==> config.mk <==
export PLATFORM = sky130hd
export DESIGN_NAME = mmp_cell
export DESIGN_NICKNAME = d
export VERILOG_FILES = /design/src/mmp_pkg.sv /design/src/mmp_cell.sv
export SDC_FILE = /design/constraint.sdc
export NUM_CORES = 1
export LEC_CHECK = 0
export BUFFER_PORTS_ARGS = -buffer_cell sky130_fd_sc_hd__buf_2
export CORE_MARGIN = 8
export CORE_UTILIZATION = 40
export CTS_BUF_LIST = sky130_fd_sc_hd__clkbuf_8 sky130_fd_sc_hd__clkbuf_16
export DETAILED_ROUTE_END_ITERATION = 12
export PLACE_DENSITY = 0.71
export SLEW_MARGIN = 20
export SYNTH_ARGS = -nofsm -noshare
export SYNTH_HDL_FRONTEND = slang
export SYNTH_SLANG_ARGS = --single-unit
==> constraint.sdc <==
create_clock -name clk -period 6.5 [get_ports clk]
set_clock_uncertainty 0.2 [all_clocks]
set_input_delay 0.65 -clock clk [delete_from_list [all_inputs] [get_ports clk]]
set_output_delay 0.65 -clock clk [all_outputs]
set_load 0.01 [all_outputs]
==> src/mmp_pkg.sv <==
// Shared types, constants and helper functions of the mipmap pyramid generator.
package mmp_pkg;

    // Widths of the channel payloads.
    localparam int CHAN_W  = 8;
    localparam int SUM_W   = 10;
    localparam int NCH     = 4;
    localparam int LEVEL_W = 4;
    localparam int COORD_W = 9;
    localparam int CFG_W   = 4;
    localparam int CIDX_W  = 2;

    // Configuration register indexes.
    localparam logic [CIDX_W-1:0] REG_WIDTH_LOG2  = 2'd0;
    localparam logic [CIDX_W-1:0] REG_HEIGHT_LOG2 = 2'd1;
    localparam logic [CIDX_W-1:0] REG_CHAN_COUNT  = 2'd2;

    // Four channel partial sums; channel 3 holds a running maximum.
    typedef logic [NCH-1:0][SUM_W-1:0] px4_t;

    // Sequencer states.
    typedef enum logic [1:0] {
        ST_IDLE,
        ST_LEVEL,
        ST_COMB
    } mmp_state_t;

    // Control from the sequencer to one level cell.
    typedef struct packed {
        logic clear;
        logic step;
    } cell_ctrl_t;

    // Status of one level cell seen by the sequencer.
    typedef struct packed {
        logic emit_pred;
        logic w_one;
        logic h_one;
        logic col_odd;
        logic row_odd;
        px4_t hold;
    } cell_status_t;

    // Sums channels 0..2 and takes the maximum of channel 3.
    function automatic px4_t combine(px4_t a, px4_t b);
        px4_t r;
        for (int c = 0; c < 3; c++)
        begin
            r[c] = a[c] + b[c];
        end
        r[3] = (a[3] > b[3]) ? a[3] : b[3];
        return r;
    endfunction

endpackage

==> src/mmp_cell.sv <==
// One pyramid level cell: position counters and the even-column texel hold.
module mmp_cell #(
    parameter int MAX_SIZE_LOG2 = 10,
    parameter int LVL = 0,
    localparam int CW = MAX_SIZE_LOG2,
    localparam int LW = $clog2(MAX_SIZE_LOG2 + 1)
) (
    input  logic                 clk,
    input  logic                 rst_n,
    input  mmp_pkg::cell_ctrl_t  ctrl,
    input  logic [LW-1:0]        wl,
    input  logic [LW-1:0]        hl,
    input  mmp_pkg::px4_t        t,
    output mmp_pkg::cell_status_t status,
    output logic [CW-1:0]        cx,
    output logic [CW-1:0]        cy,
    output logic [CW-1:0]        half
);
    import mmp_pkg::*;

    logic [CW-1:0] cx_reg, cx_next;
    logic [CW-1:0] cy_reg, cy_next;
    px4_t          hold_reg;
    logic [CW:0]   wfull, hfull;
    logic [CW-1:0] wmask, hmask;
    logic          w_one, h_one;

    // Last column and row index of this level.
    assign w_one = !(LW'(LVL) < wl);
    assign h_one = !(LW'(LVL) < hl);
    assign wfull = ~({(CW+1){1'b1}} << (wl - LW'(LVL)));
    assign hfull = ~({(CW+1){1'b1}} << (hl - LW'(LVL)));
    assign wmask = w_one ? '0 : wfull[CW-1:0];
    assign hmask = h_one ? '0 : hfull[CW-1:0];
    assign half  = CW'((wmask >> 1) + 1'b1);

    // Raster position step with wrap at the end of the level.
    always_comb
    begin
        cx_next = cx_reg;
        cy_next = cy_reg;
        if (ctrl.clear)
        begin
            cx_next = '0;
            cy_next = '0;
        end
        else if (ctrl.step)
        begin
            if (cx_reg == wmask)
            begin
                cx_next = '0;
                cy_next = (cy_reg == hmask) ? '0 : CW'(cy_reg + 1'b1);
            end
            else
            begin
                cx_next = CW'(cx_reg + 1'b1);
            end
        end
    end

    always_ff @(posedge clk or negedge rst_n)
    begin
        if (!rst_n)
        begin
            cx_reg <= '0;
            cy_reg <= '0;
        end
        else
        begin
            cx_reg <= cx_next;
            cy_reg <= cy_next;
        end
    end

    // Even-column texel waits here for its right-hand partner.
    always_ff @(posedge clk)
    begin
        if (ctrl.step && !w_one && !cx_reg[0])
        begin
            hold_reg <= t;
        end
    end

    assign cx               = cx_reg;
    assign cy               = cy_reg;
    assign status.w_one     = w_one;
    assign status.h_one     = h_one;
    assign status.col_odd   = cx_reg[0];
    assign status.row_odd   = cy_reg[0];
    assign status.hold      = hold_reg;
    assign status.emit_pred = (w_one || cx_reg[0]) && (h_one || cy_reg[0]);
endmodule

**Yosys cells after proc, flatten, opt, wreduce, memory -nomap -nowiden**

Cells that the tools add are included.

- Register bits after elaboration: 60
- Input port bits: 52
- Logic and storage cells: 37

- Add/subtract/negate cells: 3
- $lt $le $gt $ge: 2
- Equal/unequal tests: 2
- Shifts and indexed selects: 2
- Mux-type cells: 9
- Bitwise operators: 2
- Reductions and logical operators: 11

Operator list:

| cell | number |
|---|---|
| $mux W10 | 9 |
| $shl A11 B4 Y10 const A | 2 |
| $add A10 B1 Y10 const B | 2 |
| $eq A10 B10 Y1 | 2 |
| $not A10 Y10 | 2 |
| $add A9 B1 Y10 const B | 1 |
| $lt A1 B4 Y1 const A | 2 |
| $reduce_bool A2 Y1 | 2 |
| $logic_and A1 B1 Y1 | 3 |
| $logic_not A1 Y1 | 3 |
| $logic_or A1 B1 Y1 | 2 |
| $reduce_and A2 Y1 | 1 |

**Logic depth before layout (Yosys ltp)**

Gate-level depths: netlist of run 1.

- Depth in word-level cells: 8
- Gate-level depth with buffers: 9
- Mapped depth without buffers: 8

**Worst setup path after synthesis of run 1**

No wires, ideal clock.

- Path kind: input -> register
- From: input wl[2]
- To: register hold_reg (netlist bit status[0]) (enable)
- Setup time: 487 ps
- Arrival: 3905 ps
- Required time: 5813 ps
- Path slack: 1907 ps
- Stages: 4
- Path buffers: 1
- Path through: clkbuf_1 or2_2 nor3_1 nor3_1

- Longest elaborated chain between the ends: 3

Ends and longest elaborated chain:

| element | line | RTL |
|---|---|---|
| start: declaration | mmp_cell.sv:11 | `input logic [LW-1:0] wl,` |
| $lt A1 B4 Y1 | mmp_cell.sv:29 | `assign w_one = !(LW'(LVL) < wl);` |
| $logic_and A1 B1 Y1 (2 in series) | mmp_cell.sv:78 | `if (ctrl.step && !w_one && !cx_reg[0])` |
| end signal: assignment | mmp_cell.sv:80 | `hold_reg <= t;` |
| end: declaration | mmp_cell.sv:23 | `px4_t hold_reg;` |

No other way between the ends.
A chain may end at the register's enable or synchronous reset.

**Final worst setup path of run 1**

- From: input wl[3]
- To: output half[4]

- Longest elaborated chain between the ends: 4
- Elaborated cells on any way between the ends: 5

Ends and longest elaborated chain:

| element | line | RTL |
|---|---|---|
| $shl A11 B4 Y10 | mmp_cell.sv:31 | `assign wfull = ~({(CW+1){1'b1}} << (wl - LW'(LVL)));` |
| $not A10 Y10 | mmp_cell.sv:31 |  |
| $mux W10 * | mmp_cell.sv:33 | `assign wmask = w_one ? '0 : wfull[CW-1:0];` |
| $add A9 B1 Y10 * | mmp_cell.sv:35 | `assign half = CW'((wmask >> 1) + 1'b1);` |
| end: declaration | mmp_cell.sv:17 | `output logic [CW-1:0] half` |

Every way passes the cells marked *; elsewhere a longest branch is shown, timed or not.

==> run summary, run 1 <==
CTS tree - built
switching part of the total - 22.8%
status - finished, final reports clean
Routed met2 length - 3360 um
power share of the sequential group - 46.8%
Synth Flop Type - edfxtp_1
TritonCTS Buffers - 9
Nets - 417
crit path kind - input pin to primary output
Maximum Capacitance Violations - 0
Mapped Cells - 240
GRT Util Overall - 14.9%
routed via count - 2399
PnR worst setup slack - 3.48 ns
Comb power frac - 10.2%
post-CTS setup buffers - 0
mapped cell area - 2880 sq um
pin count of the biggest net entering global routing - 41
Avg Synthesized Cell Area - 12.0 sq um
setup TNS - 0 ns
synthesis-to-layout area growth - 31.6%
CP Launch Type - input pin
CTS Sinks - 60
Post-DRT Antenna Nets - 0
Synthesized Nets - 295
number of global-route vias before repair - 2316
number of I/O pins - 127
filler cell count in the final layout - 650
Initial Util - 40.6%
crit share post-route - 46.4%
metal1 wirelength - 3490 um
CTS resizes - 0
GRT Residual Overflow - 0
Max FO, Critical Path - 16
Place WS - 3.36 ns
worst skew pair latency - 0.33 ns
Iter 0 DRT Violations - 69
worst slew pin tran - 0.748 ns
clk slew on worst S/H paths - 0.07 ns
number of enable flip-flop cells after synthesis - 40
Netlist cell types - 57
total routed wirelength - 7760 um
CTS root buffer - clkbuf_8
Net Switching - 212 uW
initial antenna violation count - 0
VDD IR max - 0.129 mV
register area share after synthesis - 59.0%
GPL Wtd Cong - 0.827
Slew HR - 48.9%
FMAX - 331 MHz
placed wire-length estimate - 5930 um
number of synthesized register bits - 60
Pint - 719 uW
Die X-Extent - 101 um
Die Ht - 101 um
row count - 31
Via density - 5.15
CTS Buffer Depth - 2
pwr dens - 246 nW/um^2
Clock Power Share - 43.1%
count of input and output buffers - 126
CP Capture Type - primary output
Largest register FFs - 40
n_diodes - 0
share of cells above drive strength 1 - 42.0%
max-slew violations - 0
First-pass DRT Iterations - 4
synth warn - 0
HP Class - input pin to async pin
Pleak - 0.00173 uW
Core Region - 7100 sq um
full die area - 10200 sq um
CP Data Arrival Time - 2.17 ns
first-pass GRT wire length - 11800 um
hold_buf cts - 0
Max Used Layer - met4
post-DR wirelength/cell - 16.7 um
r2r worst-path depth - 6
RSZ-0062 raised after global routing - false
DRC viols - 0
Post-synth ARST share - 33.3%
Worst EP required - 5.65 ns
overall power - 932 uW
Final Critical Period - 3.02 ns
metal3 WL - 808 um
Final Hold Viols - 0
# setup viols final - 0
htree depth - 3
==> critical path, cell delays in order <==
cell and delay, ns:
buf_2 0.18, or2_2 0.34, a21oi_1 0.20, inv_1 0.07, ha_1 0.21, nand2_1 0.12
nor3_1 0.05, a21oi_1 0.11, o21ai_0 0.08, buf_2 0.14
==> layer usage <==
layer,vias to the layer above,global-route usage [%]
li1,1148,-
met4,0,6.41
met5,-,0
met2,117,23.0
met3,13,5.80
met1,1121,18.1
==> synth_stat cells, types with 3 or more instances <==
master | instances | area (sq um)
nand2b_1 | 6 | 37.5
a21oi_1 | 10 | 50.1
o211ai_1 | 3 | 22.5
ha_1 | 3 | 37.5
nor2_1 | 12 | 45.0
a31oi_1 | 3 | 18.8
buf_4 | 5 | 37.5
xnor2_1 | 5 | 43.8
clkbuf_1 | 7 | 26.3
o21ai_0 | 14 | 70.1
nand2_1 | 20 | 75.1
inv_1 | 10 | 37.5
dfrtp_1 | 20 | 500
o21a_1 | 3 | 22.5
and3_1 | 10 | 62.6
o211a_1 | 3 | 30.0
xor2_1 | 5 | 43.8
nand3_1 | 5 | 25.0
edfxtp_1 | 40 | 1200
nor3_1 | 7 | 35.0
o2bb2ai_1 | 6 | 52.6
==> area by class of cell <==
cell class / instances / area, sq um / share of cell area [%]
clock inverters: 7 / 115 / 3.04
repair buffers: 127 / 638 / 16.8
flip-flops and latches: 60 / 1700 / 44.9
clock buffers: 9 / 124 / 3.27
inverters: 10 / 37.5 / 0.990
multi-input cells: 154 / 1050 / 27.7
well taps: 99 / 124 / 3.27
==> per-stage QoR <==
| step | area [sq um] | hold slack, ns | util [%] | cells |
|---|---|---|---|---|
| after floorplan | 2880 | 0.154 | - | 240 |
| after global placement | 3550 | 0.357 | 50.1 | 450 |
| after detailed placement | 3550 | 0.360 | 50.1 | 450 |
| after CTS | 3790 | 0.0530 | 53.4 | 466 |
| after global routing | 3790 | 0.0704 | 53.4 | 466 |
| final | 3790 | 0.0550 | 53.4 | 466 |
==> cells in the final DEF, fill, tap and decap left out, types with 6 or more instances in the layout <==
master / netlist / final
nand2_1: 20 / 20
a21oi_1: 10 / 10
edfxtp_1: 40 / 40
o2bb2ai_1: 6 / 6
clkbuf_8: 0 / 9
nand2b_1: 6 / 6
buf_2: 2 / 126
nor2_1: 12 / 12
nor3_1: 7 / 6
and3_1: 10 / 10
o21ai_0: 14 / 14
dfrtp_1: 20 / 20
inv_1: 10 / 10
==> final timing paths <==
kind / from / slack [ns] / to
max reg2reg: cx[0] / 3.81 / cy[3]
min: rst_n / 0.05 / cx[0]
min in group clk: t[8] / 0.29 / status[8]
max in group asynchronous: rst_n / 5.73 / cx[8]
max: wl[3] / 3.48 / half[4]
min reg2reg: cy[9] / 0.36 / cy[9]
==> power groups by stage <==
stage / Clock [uW] / Combinational, uW / Sequential, uW
final: 401 / 94.6 / 436
after global routing: 431 / 105 / 437
after CTS: 413 / 96.4 / 436
after detailed placement: 0 / 96.0 / 444
after global placement: 0 / 95.0 / 443
after floorplan: 0 / 41.7 / 453
==> cells by family after synthesis <==
family | synth area share (%)
AO/OA/AOI/OAI | 18.0
XOR/XNOR | 3.04
flip-flops | 59.0
AND/OR/NAND/NOR | 13.6
multiplexers | 0.347
buffers and inverters | 4.64
adder cells (fa/ha/maj) | 1.30
(Power assumes the default switching activity.)
==> run 2, diff against run 1 <==
- PLACE_DENSITY: 0.71 -> 0.74
- clock period: 6.5 -> 2.54 ns (I/O delays scaled with it)
==> run summary, run 2 (same netlist as run 1, synthesis figures left out) <==
first-pass GRT wire length - 14400 um (+22%)
CTS root buffer - clkbuf_8
Net Switching - 572 uW (+170%)
power share of the sequential group - 45.0% (-1.8 points)
row count - 31 (unchanged)
clk slew on worst S/H paths - 0.07 ns (about the same)
GPL Wtd Cong - 0.916 (+11%)
Clock Power Share - 41.7% (-1.4 points)
number of global-route vias before repair - 2728 (+18%)
TritonCTS Buffers - 9 (unchanged)
Maximum Capacitance Violations - 0 (unchanged)
GRT Residual Overflow - 0 (unchanged)
CP Launch Type - register
routed via count - 2715 (+13%)
crit path cell chain - a2111o_1 > a221oi_4 > nand4_2 > or3_1 > buf_12 > o31ai_2
CTS Sinks - 60 (unchanged)
share of cells above drive strength 1 - 41.1% (-0.85 points)
max-slew violations - 0 (unchanged)
placed wire-length estimate - 6570 um (+11%)
DRC viols - 0 (unchanged)
Pint - 1900 uW (+160%)
total routed wirelength - 9450 um (+22%)
crit path kind - register to register
Slew HR - 68.7% (+20 points)
r2r endpoint - cy[9]
WHS Endpoint - cx[0]
CP Data Arrival Time - 2.41 ns (+0.24 ns)
Worst EP required - 2.58 ns (-3.07 ns)
initial antenna violation count - 0 (unchanged)
CTS Buffer Depth - 2 (unchanged)
number of I/O pins - 127 (unchanged)
Min-Delay Path Depth - 3
pwr dens - 559 nW/um^2 (+130%)
htree depth - 3 (unchanged)
synthesis-to-layout area growth - 53.5%
Initial Util - 40.6% (unchanged)
crit share post-route - 93.3%
Final Hold Viols - 0 (unchanged)
First-pass DRT Iterations - 4 (unchanged)
Place WS - 0.113 ns (-3.25 ns)
# setup viols final - 0 (unchanged)
status - finished, final reports clean
worst skew pair latency - 0.33 ns (about the same)
Via density - 5.10 (-0.87%)
Iter 0 DRT Violations - 92 (+33%)
Pleak - 0.00204 uW (+18%)
hold_buf cts - 42 (+42)
Fin Hold WS - 0.0466 ns (-0.00840 ns)
slowest stage cell, crit path - dfrtp_1
GRT Util Overall - 18.3% (+3.4 points)
Worst path max stage delay - 0.43 ns (+0.09 ns)
post-CTS setup buffers - 0 (unchanged)
Max FO, Critical Path - 8 (-8)
most common cell after layout, fill and taps aside - buf_2
Comb power frac - 13.3% (+3.1 points)
Die Ht - 101 um (unchanged)
HP Class - input pin to register
Post-DRT Antenna Nets - 0 (unchanged)
setup slack, reg-to-reg - 0.17 ns (-3.64 ns)
Largest register FFs - 40 (unchanged)
n_diodes - 0 (unchanged)
pin count of the biggest net entering global routing - 41 (unchanged)
RSZ-0062 raised after global routing - false
setup TNS - 0 ns (unchanged)
worst slew pin tran - 0.470 ns (-0.278 ns)
CTS resizes - 0 (unchanged)
full die area - 10200 sq um (unchanged)
CP Capture Type - register
Placed Cells - 474 (+5.3%)
switching part of the total - 23.1% (+0.35 points)
CTS tree - built
Final Critical Period - 2.37 ns
r2r worst-path depth - 6 (unchanged)
Nets - 483 (+16%)
min-delay src - ctrl[0]
post-DR wirelength/cell - 17.8 um (+6.6%)
commonest cells after routing, fill and taps aside - buf_2 (126), dlygate4sd3_1 (42), edfxtp_1 (40), buf_4 (23)
count of input and output buffers - 126 (unchanged)
Reg2Reg Launch Point - cx[4]
VDD IR max - 0.343 mV (+170%)
FMAX - 422 MHz
Die X-Extent - 101 um (unchanged)
Final Non-Filler Cells - 532 (+14%)
Core Region - 7100 sq um (unchanged)
PnR worst setup slack - 0.169 ns (-3.31 ns)
run 2: cell count changes in the layout (fill, tap and decap cells not counted):
cell | before | now
dlygate4sd3_1 | 0 | 42
buf_4 | 1 | 23
buf_12 | 0 | 2
nor3_2 | 1 | 0
nor3_4 | 0 | 1
run 2: how the worst max path moves through the flow:
stage	endpoint	startpoint	cells after the start	slack, ns
2_1_floorplan	cy[5]	cx[0]	8	0.11
3_3_place_gp	cy[2]	wl[2]	10	0.12
3_5_place_dp	cy[9]	wl[2]	10	0.11
4_1_cts	cy[9]	cx[4]	6	0.16
5_1_grt	cy[7]	cx[4]	6	0.05
6_report	cy[9]	cx[4]	6	0.17
run 2: final cells by class:
class / count / area [sq um]
Multi-Input combinational cell: 154 / 1060
Timing Repair Buffer: 193 / 1260
Clock inverter: 7 / 115
Clock buffer: 9 / 124
Tap cell: 99 / 124
Inverter: 10 / 37.5
Sequential cell: 60 / 1700
Fill cell: 576 / 2670
run 2: routing by layer:
| layer | track usage, % | part of all wire [%] |
|---|---|---|
| met1 | 20.9 | 42 |
| met2 | 31.6 | 48 |
| met3 | 6.98 | 9.5 |
| met4 | 4.47 | 0.59 |
| met5 | 0 | 0 |
run 2: worst max-delay path: cells and delay by family, from the launching register on:
family	cells	cell delay, ns
AO/OA/AOI/OAI	3	0.94
AND/OR/NAND/NOR	2	0.55
flip-flops	1	0.43
buffers and inverters	1	0.16
run 2: through the flow:
step	power [uW]	cell area, sq um	util, %
floorplan	1270	2890	-
global placement	1400	3760	53.0
detailed placement	1410	3760	53.0
CTS	2500	4420	62.3
global route	2580	4420	62.3
finish	2470	4420	62.3
run 2: power groups by stage:
stage	Sequential [uW]	Combinational [uW]	Clock, uW
finish	1110	329	1030
global route	1120	357	1100
CTS	1110	328	1060
detailed placement	1130	275	0
global placement	1130	269	0
floorplan	1160	109	0
